===== config.mk =====
export PLATFORM = sky130hd
export DESIGN_NAME = row_position_symbol_encoder_flat
export DESIGN_NICKNAME = d
export VERILOG_FILES = /design/src/hdl/rpse_pkg.sv /design/src/hdl/rpse_ifs.sv /design/src/hdl/rpse_core.sv /design/src/hdl/rpse_obuf.sv /design/src/hdl/row_position_symbol_encoder.sv /design/src/flat_wrapper.sv
export SDC_FILE = /design/constraint.sdc
export NUM_CORES = 1
export LEC_CHECK = 0
export BUFFER_PORTS_ARGS = -buffer_cell sky130_fd_sc_hd__buf_4
export CELL_PAD_IN_SITES_DETAIL_PLACEMENT = 0
export CELL_PAD_IN_SITES_GLOBAL_PLACEMENT = 1
export CORE_MARGIN = 2
export CORE_UTILIZATION = 49
export CTS_CLUSTER_SIZE = 20
export DETAILED_ROUTE_END_ITERATION = 7
export HOLD_SLACK_MARGIN = 0.08
export PLACE_DENSITY = 0.89
export SETUP_SLACK_MARGIN = 0.1
export SLEW_MARGIN = 20
export SYNTH_ARGS = -nofsm -noshare
export SYNTH_HDL_FRONTEND = slang
export SYNTH_HIERARCHICAL = 1
export SYNTH_SLANG_ARGS = --single-unit

===== constraint.sdc =====
create_clock -name clk -period 9.51 [get_ports clk]
set_clock_uncertainty 0.2 [all_clocks]
set_input_delay 1.4265 -clock clk [delete_from_list [all_inputs] [get_ports clk]]
set_output_delay 1.4265 -clock clk [all_outputs]
set_load 0.03 [all_outputs]

===== src/hdl/rpse_pkg.sv =====
// Package for the row position symbol encoder.
// Field widths, symbol codes, prefixes and the result struct.
// No dependencies.
`default_nettype none

package rpse_pkg;

    localparam int MAX_WIDTH = 4096;
    localparam int COL_W     = $clog2(MAX_WIDTH);
    localparam int SYM_W     = 2;
    localparam int RW_W      = 13;
    localparam int CODE_W    = 15;
    localparam int LEN_W     = 4;
    localparam int BITS_W    = 4;

    localparam logic [RW_W-1:0] ROW_WIDTH_RESET = RW_W'(4096);

    localparam logic [SYM_W-1:0] SYM_NONE   = 2'd0;
    localparam logic [SYM_W-1:0] SYM_START  = 2'd1;
    localparam logic [SYM_W-1:0] SYM_END    = 2'd2;
    localparam logic [SYM_W-1:0] SYM_SINGLE = 2'd3;

    localparam logic [2:0] PRE_START  = 3'b011;
    localparam logic [2:0] PRE_END    = 3'b101;
    localparam logic [2:0] PRE_SINGLE = 3'b100;

    localparam logic [LEN_W-1:0] PLEN_START = 4'd2;
    localparam logic [LEN_W-1:0] PLEN_OTHER = 4'd3;

    typedef struct packed {
        logic [CODE_W-1:0] code_bits;
        logic [LEN_W-1:0]  code_length;
        logic              row_done;
    } rpse_result_t;

endpackage

`default_nettype wire


===== src/hdl/rpse_ifs.sv =====
// Channel interfaces: symbol input, code output, row width write.
// Depends on rpse_pkg.
`default_nettype none

interface rpse_sym_if;
    logic                       valid;
    logic                       ready;
    logic [rpse_pkg::SYM_W-1:0] symbol;
    modport source (output valid, output symbol, input ready);
    modport sink   (input valid, input symbol, output ready);
endinterface

interface rpse_code_if;
    logic                        valid;
    logic                        ready;
    logic [rpse_pkg::CODE_W-1:0] code_bits;
    logic [rpse_pkg::LEN_W-1:0]  code_length;
    logic                        row_done;
    modport source (output valid, output code_bits, output code_length, output row_done,
                    input ready);
    modport sink   (input valid, input code_bits, input code_length, input row_done,
                    output ready);
endinterface

interface rpse_cfg_if;
    logic                      valid;
    logic                      ready;
    logic [rpse_pkg::RW_W-1:0] row_width;
    modport source (output valid, output row_width, input ready);
    modport sink   (input valid, input row_width, output ready);
endinterface

`default_nettype wire


===== src/hdl/rpse_core.sv =====
// Row state (column, last marker, seen flag) and the codeword builder.
// Depends on rpse_pkg.
`default_nettype none

module rpse_core (
    input  wire logic                       clk,
    input  wire logic                       rst_n,
    input  wire logic                       accept,
    input  wire logic [rpse_pkg::SYM_W-1:0] symbol,
    input  wire logic                       cfg_we,
    input  wire logic [rpse_pkg::RW_W-1:0]  cfg_width,
    output logic                            res_valid,
    output rpse_pkg::rpse_result_t          res
);
    import rpse_pkg::*;

    logic [RW_W-1:0]  row_width_reg, row_width_next;
    logic [COL_W-1:0] col_reg, col_next;
    logic [COL_W-1:0] lmc_reg, lmc_next;
    logic             seen_reg, seen_next;

    logic [RW_W-1:0]   eff_w;
    logic              last;
    logic [RW_W-1:0]   span;
    logic [RW_W-1:0]   span_m1;
    logic [BITS_W-1:0] nbits;
    logic [COL_W-1:0]  gap;
    logic [RW_W-1:0]   mask;
    logic [2:0]        pre;
    logic [LEN_W-1:0]  plen;

    always_comb
    begin
        if (row_width_reg == '0)
        begin
            eff_w = RW_W'(1);
        end
        else if (row_width_reg > RW_W'(MAX_WIDTH))
        begin
            eff_w = RW_W'(MAX_WIDTH);
        end
        else
        begin
            eff_w = row_width_reg;
        end
    end

    assign last = ({1'b0, col_reg} + RW_W'(1)) >= eff_w;

    // span = W - last marker - seen, floor of 1
    always_comb
    begin
        span = eff_w - {1'b0, lmc_reg} - RW_W'(seen_reg);
        if (span == '0)
        begin
            span = RW_W'(1);
        end
        span_m1 = span - RW_W'(1);
    end

    // ceil-log2(span) = bit length of span-1, at least 1
    always_comb
    begin
        nbits = BITS_W'(1);
        for (int i = 0; i < RW_W; i++)
        begin
            if (span_m1[i])
            begin
                nbits = BITS_W'(i + 1);
            end
        end
    end

    always_comb
    begin
        gap  = seen_reg ? (col_reg - lmc_reg - COL_W'(1)) : col_reg;
        mask = (RW_W'(1) << nbits) - RW_W'(1);
        case (symbol)
            SYM_START:
            begin
                pre  = PRE_START;
                plen = PLEN_START;
            end
            SYM_END:
            begin
                pre  = PRE_END;
                plen = PLEN_OTHER;
            end
            default:
            begin
                pre  = PRE_SINGLE;
                plen = PLEN_OTHER;
            end
        endcase
    end

    always_comb
    begin
        res_valid = accept && ((symbol != SYM_NONE) || last);
        res.row_done = last;
        if (symbol == SYM_NONE)
        begin
            res.code_bits   = '0;
            res.code_length = LEN_W'(1);
        end
        else
        begin
            res.code_bits   = (CODE_W'(pre) << nbits)
                            | CODE_W'(gap & mask[COL_W-1:0]);
            res.code_length = plen + LEN_W'(nbits);
        end
    end

    always_comb
    begin
        row_width_next = row_width_reg;
        col_next       = col_reg;
        lmc_next       = lmc_reg;
        seen_next      = seen_reg;
        if (cfg_we)
        begin
            row_width_next = cfg_width;
            col_next       = '0;
            lmc_next       = '0;
            seen_next      = 1'b0;
        end
        else if (accept)
        begin
            if (symbol != SYM_NONE)
            begin
                lmc_next  = col_reg;
                seen_next = 1'b1;
            end
            if (last)
            begin
                col_next  = '0;
                lmc_next  = '0;
                seen_next = 1'b0;
            end
            else
            begin
                col_next = col_reg + COL_W'(1);
            end
        end
    end

    always_ff @(posedge clk or negedge rst_n)
    begin
        if (!rst_n)
        begin
            row_width_reg <= ROW_WIDTH_RESET;
            col_reg       <= '0;
            lmc_reg       <= '0;
            seen_reg      <= 1'b0;
        end
        else
        begin
            row_width_reg <= row_width_next;
            col_reg       <= col_next;
            lmc_reg       <= lmc_next;
            seen_reg      <= seen_next;
        end
    end

    a_col_in_row: assert property (@(posedge clk) disable iff (!rst_n)
        {1'b0, col_reg} < eff_w)
        else $error("column past row end");

    a_lmc_clear: assert property (@(posedge clk) disable iff (!rst_n)
        !seen_reg |-> (lmc_reg == '0))
        else $error("marker column set with no marker seen");

    a_lmc_behind: assert property (@(posedge clk) disable iff (!rst_n)
        seen_reg |-> (lmc_reg < col_reg))
        else $error("marker column not behind column");

endmodule

`default_nettype wire


===== src/hdl/rpse_obuf.sv =====
// Output register with a skid stage for the code channel.
// Depends on rpse_pkg.
`default_nettype none

module rpse_obuf (
    input  wire logic                   clk,
    input  wire logic                   rst_n,
    input  wire logic                   push,
    input  rpse_pkg::rpse_result_t      push_data,
    output logic                        space,
    output logic                        out_valid,
    output rpse_pkg::rpse_result_t      out_data,
    input  wire logic                   out_ready
);
    import rpse_pkg::*;

    logic         out_valid_reg, out_valid_next;
    logic         skid_valid_reg, skid_valid_next;
    rpse_result_t out_data_reg;
    rpse_result_t skid_data_reg;
    logic         out_free;

    assign out_free  = !out_valid_reg || out_ready;
    assign space     = !skid_valid_reg;
    assign out_valid = out_valid_reg;
    assign out_data  = out_data_reg;

    always_comb
    begin
        if (out_free)
        begin
            out_valid_next  = skid_valid_reg || push;
            skid_valid_next = 1'b0;
        end
        else
        begin
            out_valid_next  = 1'b1;
            skid_valid_next = skid_valid_reg || push;
        end
    end

    always_ff @(posedge clk or negedge rst_n)
    begin
        if (!rst_n)
        begin
            out_valid_reg  <= 1'b0;
            skid_valid_reg <= 1'b0;
        end
        else
        begin
            out_valid_reg  <= out_valid_next;
            skid_valid_reg <= skid_valid_next;
        end
    end

    always_ff @(posedge clk)
    begin
        if (out_free)
        begin
            out_data_reg <= skid_valid_reg ? skid_data_reg : push_data;
        end
        if (push && !out_free)
        begin
            skid_data_reg <= push_data;
        end
    end

    a_skid_behind_out: assert property (@(posedge clk) disable iff (!rst_n)
        skid_valid_reg |-> out_valid_reg)
        else $error("skid holds data while output empty");

    a_no_overrun: assert property (@(posedge clk) disable iff (!rst_n)
        push |-> space)
        else $error("push into full buffer");

    a_hold_while_stalled: assert property (@(posedge clk) disable iff (!rst_n)
        (out_valid_reg && !out_ready) |=> (out_valid_reg && $stable(out_data_reg)))
        else $error("output changed while stalled");

endmodule

`default_nettype wire


===== src/hdl/row_position_symbol_encoder.sv =====
// Row position symbol encoder, top level.
// Takes one 2-bit marker symbol per request and gives a right aligned codeword.
// Channels: symbols (sink), codes (source), cfg (row width write, sink).
// Each symbol is encoded in the cycle it is accepted; its codeword is then
// registered in the output register, or in the skid stage while codes stalls.
// Throughput is one symbol per cycle while symbols.ready is high; each accepted
// symbol updates the column / last-marker state.
// Zero symbols give no codeword except in the last column of a row.
// When codes stalls, one more codeword lands in the skid stage; symbols.ready
// drops only while the skid stage is full, and resumes once codes takes one.
// Reset: row width 4096, row restarts at column 0, output empty.
// A row width write restarts the current row; cfg.ready is always high and
// writes are expected only while no symbol is in flight.
// Depends on rpse_pkg, rpse_ifs, rpse_core, rpse_obuf.
`default_nettype none

module row_position_symbol_encoder (
    input  wire logic    clk,
    input  wire logic    rst_n,
    rpse_sym_if.sink     symbols,
    rpse_code_if.source  codes,
    rpse_cfg_if.sink     cfg
);
    import rpse_pkg::*;

    logic         accept;
    logic         cfg_we;
    logic         res_valid;
    rpse_result_t res;
    logic         space;
    logic         out_valid;
    rpse_result_t out_data;

    assign symbols.ready = space;
    assign cfg.ready     = 1'b1;
    assign accept        = symbols.valid && space;
    assign cfg_we        = cfg.valid;

    rpse_core u_core (
        .clk       (clk),
        .rst_n     (rst_n),
        .accept    (accept),
        .symbol    (symbols.symbol),
        .cfg_we    (cfg_we),
        .cfg_width (cfg.row_width),
        .res_valid (res_valid),
        .res       (res)
    );

    rpse_obuf u_obuf (
        .clk       (clk),
        .rst_n     (rst_n),
        .push      (res_valid),
        .push_data (res),
        .space     (space),
        .out_valid (out_valid),
        .out_data  (out_data),
        .out_ready (codes.ready)
    );

    assign codes.valid       = out_valid;
    assign codes.code_bits   = out_data.code_bits;
    assign codes.code_length = out_data.code_length;
    assign codes.row_done    = out_data.row_done;

    a_marker_gives_code: assert property (@(posedge clk) disable iff (!rst_n)
        (symbols.valid && symbols.ready && (symbols.symbol != SYM_NONE)) |=> codes.valid)
        else $error("marker accepted with no codeword");

    a_len_nonzero: assert property (@(posedge clk) disable iff (!rst_n)
        codes.valid |-> (codes.code_length != '0))
        else $error("empty codeword");

    a_single_bit_ends_row: assert property (@(posedge clk) disable iff (!rst_n)
        (codes.valid && (codes.code_length == LEN_W'(1))) |-> codes.row_done)
        else $error("single bit code outside last column");

endmodule

`default_nettype wire


===== src/flat_wrapper.sv =====
// flat-port wrapper written by rule: the top's interface ports become plain ports
module row_position_symbol_encoder_flat import rpse_pkg::*;
  (clk, rst_n, symbols_valid, symbols_symbol, symbols_ready, codes_valid, codes_code_bits, codes_code_length, codes_row_done, codes_ready, cfg_valid, cfg_row_width, cfg_ready);
  rpse_sym_if symbols_i ();
  rpse_code_if codes_i ();
  rpse_cfg_if cfg_i ();
  input  wire logic clk;
  input  wire logic rst_n;
  input wire logic [$bits(symbols_i.valid)-1:0] symbols_valid;
  input wire logic [$bits(symbols_i.symbol)-1:0] symbols_symbol;
  output wire logic [$bits(symbols_i.ready)-1:0] symbols_ready;
  output wire logic [$bits(codes_i.valid)-1:0] codes_valid;
  output wire logic [$bits(codes_i.code_bits)-1:0] codes_code_bits;
  output wire logic [$bits(codes_i.code_length)-1:0] codes_code_length;
  output wire logic [$bits(codes_i.row_done)-1:0] codes_row_done;
  input wire logic [$bits(codes_i.ready)-1:0] codes_ready;
  input wire logic [$bits(cfg_i.valid)-1:0] cfg_valid;
  input wire logic [$bits(cfg_i.row_width)-1:0] cfg_row_width;
  output wire logic [$bits(cfg_i.ready)-1:0] cfg_ready;
  assign symbols_i.valid = symbols_valid;
  assign symbols_i.symbol = symbols_symbol;
  assign symbols_ready = symbols_i.ready;
  assign codes_valid = codes_i.valid;
  assign codes_code_bits = codes_i.code_bits;
  assign codes_code_length = codes_i.code_length;
  assign codes_row_done = codes_i.row_done;
  assign codes_i.ready = codes_ready;
  assign cfg_i.valid = cfg_valid;
  assign cfg_i.row_width = cfg_row_width;
  assign cfg_ready = cfg_i.ready;
  row_position_symbol_encoder u_core (.clk(clk), .rst_n(rst_n), .symbols(symbols_i), .codes(codes_i), .cfg(cfg_i));
endmodule

==> summary.md <==
| Metric | Value |
|---|---|
| Area leader, netlist | edfxtp_1 |
| Global Route Usage Sum | 0.2183 |
| Final Cycle Share | 0.7957 |
| Async S/R FF share, synth | 0.5000 |
| Fin cells | 844 |
| Syn Area/Cell | 9.899 um2 |
| Nets | 742 |
| Syn nets | 711 |
| Clk Latency, worst-skew pair | 0.34 ns |
| Synth warn | 6 |
| Inst Count DP | 828 |
| Area of the multi-input gates | 3794 um2 |
| # setup viols final | 0 |
| Initial antenna violation count | 0 |
| Worst Path Required | 9.40 ns |
| Hold Buf Count CTS | 0 |
| Critical-path top delay cell | a211oi_1 |
| Share of layout cells above drive strength 1 | 0.1860 |
| Slowest stage delay, CP | 0.62 ns |
| Worst hold slack | 0.3122 ns |
| DIE HEIGHT | 117.4 um |
| First-pass GRT wire length | 24.44 mm |
| Most frequent cells in the layout | 53 x inv_1, 52 x ha_1, 43 x buf_4 |
| Total gr overflow | 0 |
| Outcome | completed |
| HPWL Detailed | 11.61 mm |
| Utilization after layout | 0.5580 |
| Post-synth top area share | 0.1908 |
| I/O Pins | 43 |
| Hold_sp | u_core/u_core/lmc_reg[1]$_DFFE_PN0P_ |
| EDFF count, synth | 40 |
| Clock Pin Slew Worst Setup and Hold Paths | 0.06 ns |
| Pre-antenna DRT Iters | 4 |
| Max-slew violation count | 0 |
| Area delta synth->final | 11.39% |
| Rows | 41 |
| # port buffers | 41 |
| R2r startpoint | u_core/u_core/row_width_reg[8]$_DFFE_PN0P_ |
| Distinct cells, synth | 87 |
| Cell area after synthesis | 6296 um2 |
| Pleak | 0.003008 uW |
| Core region area | 12570 um2 |
| Number of diodes | 0 |
| Final wirelength | 14.69 mm |
| #FFs+latches synth | 80 |
| Power Total | 1353 uW |
| ANT nets after route | 0 |
| Resized cells post-CTS | 0 |
| CTS tree | yes |
| CTS buffer count | 9 |
| Most common cell after layout, fill and taps aside | inv_1 |
| Clock sink count | 80 |
| Root buf cell | clkbuf_16 |
| DRT iter0 DRCs | 272 |
| Worst Setup End Kind | flop |
| Largest net degree at the start of global routing | 41 |
| Setup Fix Bufs, Post-CTS | 0 |
| Worst min-delay path class | reg -> reg |
| Max Root-Sink Buffers | 2 |
| Filler cell count | 1114 |
| Slew headroom | 0.2969 |
| RSZ-0062 raised after global routing | no |
| Most Frequent Cell on Critical Path | nor2_1 |
| Max FO, Critical Path | 11 |
| Number of max-cap violations | 0 |
| Post-synthesis cell count | 636 |
| Routed vias/inst | 5.842 |
| Synth area leaders | edfxtp_1 19%, dfrtp_1 16%, ha_1 10% |
| Register area share after synthesis | 0.3500 |
| Via count | 4931 |
| Final hold viol count | 0 |
| Worst EP arrival | 7.45 ns |
| Synth Flop Type | edfxtp_1 |
| Gpl congestion | 0.8974 |
| Starting Density | 0.5009 |
| Pwr/cell area | 192.9 nW/um2 |
| Critical path class | reg -> reg |
| Fmax | 0.1321 GHz |
| Worst-Margin Slew | 1.055 ns |
| H-tree depth | 3 |
| WL per Instance | 17.40 um |
| Drc violations | 0 |
| Die area | 13770 um2 |
| Minimum clock period | 7.567 ns |
| Startpoint types | flop |
| Register area | 2203 um2 |
| Setup TNS | 0 ns |
| Maximum vdd drop | 0.0001051 V |
| Horiz. Die Dim | 117.4 um |
| Worst Setup SP | u_core/u_core/row_width_reg[8]$_DFFE_PN0P_ |
| Vias in the first global route | 4871 |
cell type report:
class / instances / area share
tap: 172 / 0.03069
multi-input combinational: 480 / 0.5409
sequential: 80 / 0.3142
inverter: 53 / 0.02837
clock buffer: 9 / 0.03211
clock inverter: 7 / 0.007672
timing repair buffer: 43 / 0.04603
path summary, 6_finish.rpt:
path                       cells past startpoint  slack [ns]                                          end
max                                           28        1.94         u_core/u_obuf/out_data[11]$_DFFE_PP_
min                                            1        0.31         u_core/u_core/lmc_reg[1]$_DFFE_PN0P_
max reg2reg                                   28        1.94         u_core/u_obuf/out_data[11]$_DFFE_PP_
min reg2reg                                    1        0.31         u_core/u_core/lmc_reg[1]$_DFFE_PN0P_
max in group asynchronous                      1        7.88  u_core/u_core/row_width_reg[12]$_DFFE_PN1P_
min in group asynchronous                      1        0.86         u_core/u_core/col_reg[0]$_DFFE_PN0P_
critical path, delay by kind of cell (launching register included):
| family | cells | cell delay (ns) |
|---|---|---|
| adders and majority gates | 4 | 1.23 |
| DFF | 1 | 0.40 |
| AOI/OAI and AO/OA | 5 | 1.57 |
| and+or+nand+nor | 14 | 3.06 |
| buffers and inverters | 3 | 0.31 |
| muxes | 2 | 0.54 |
cell families (layout without fill, tap and decap cells):
| group | count (synthesis) | in the layout | synth area share |
|---|---|---|---|
| XOR/XNOR | 39 | 39 | 0.05545 |
| multiplexers | 48 | 48 | 0.08545 |
| AO/OA/AOI/OAI | 163 | 163 | 0.1989 |
| buffers and inverters | 76 | 112 | 0.05047 |
| adder cells (fa/ha/maj) | 55 | 55 | 0.1129 |
| flip-flops | 80 | 80 | 0.3500 |
| other | 2 | 2 | 0.001193 |
| AND/OR/NAND/NOR | 173 | 173 | 0.1457 |
synth_stat cells (9+ instances only):
cell type   n
o21ai_0    14
dfrtp_1    39
nor2_1     33
nand2_1    42
xor2_1     13
a21oi_1    38
ha_1       52
nand3_1    14
nand2b_1   13
inv_1      53
and3_1     10
edfxtp_1   40
mux2_2     36
clkbuf_1   15
xnor2_1    25
a22o_1     26
mux2i_1     9
nor3_1     11
through the flow:
| stage | worst slack (ns) | instance area [um2] |
|---|---|---|
| 3_3_place_gp | 2.083 | 6721 |
| 5_1_grt | 1.386 | 7013 |
| 2_1_floorplan | 2.735 | 6296 |
| 4_1_cts | 1.933 | 7000 |
| 3_5_place_dp | 1.965 | 6721 |
| 6_report | 1.943 | 7013 |
per-layer routing:
metal	share of wire	track usage	vias up
met3	0.030	0.03648	19
met1	0.45	0.2826	2389
li1	-	-	2415
met2	0.50	0.3735	108
met4	0.019	0.06928	0
met5	0	0	-
power breakdown:
part           switching, uW  internal (uW)  total [uW]
Combinational            368            228         596
Clock                    140            179         319
Sequential              21.6            416         438
Power figures use the tool's default switching activity.
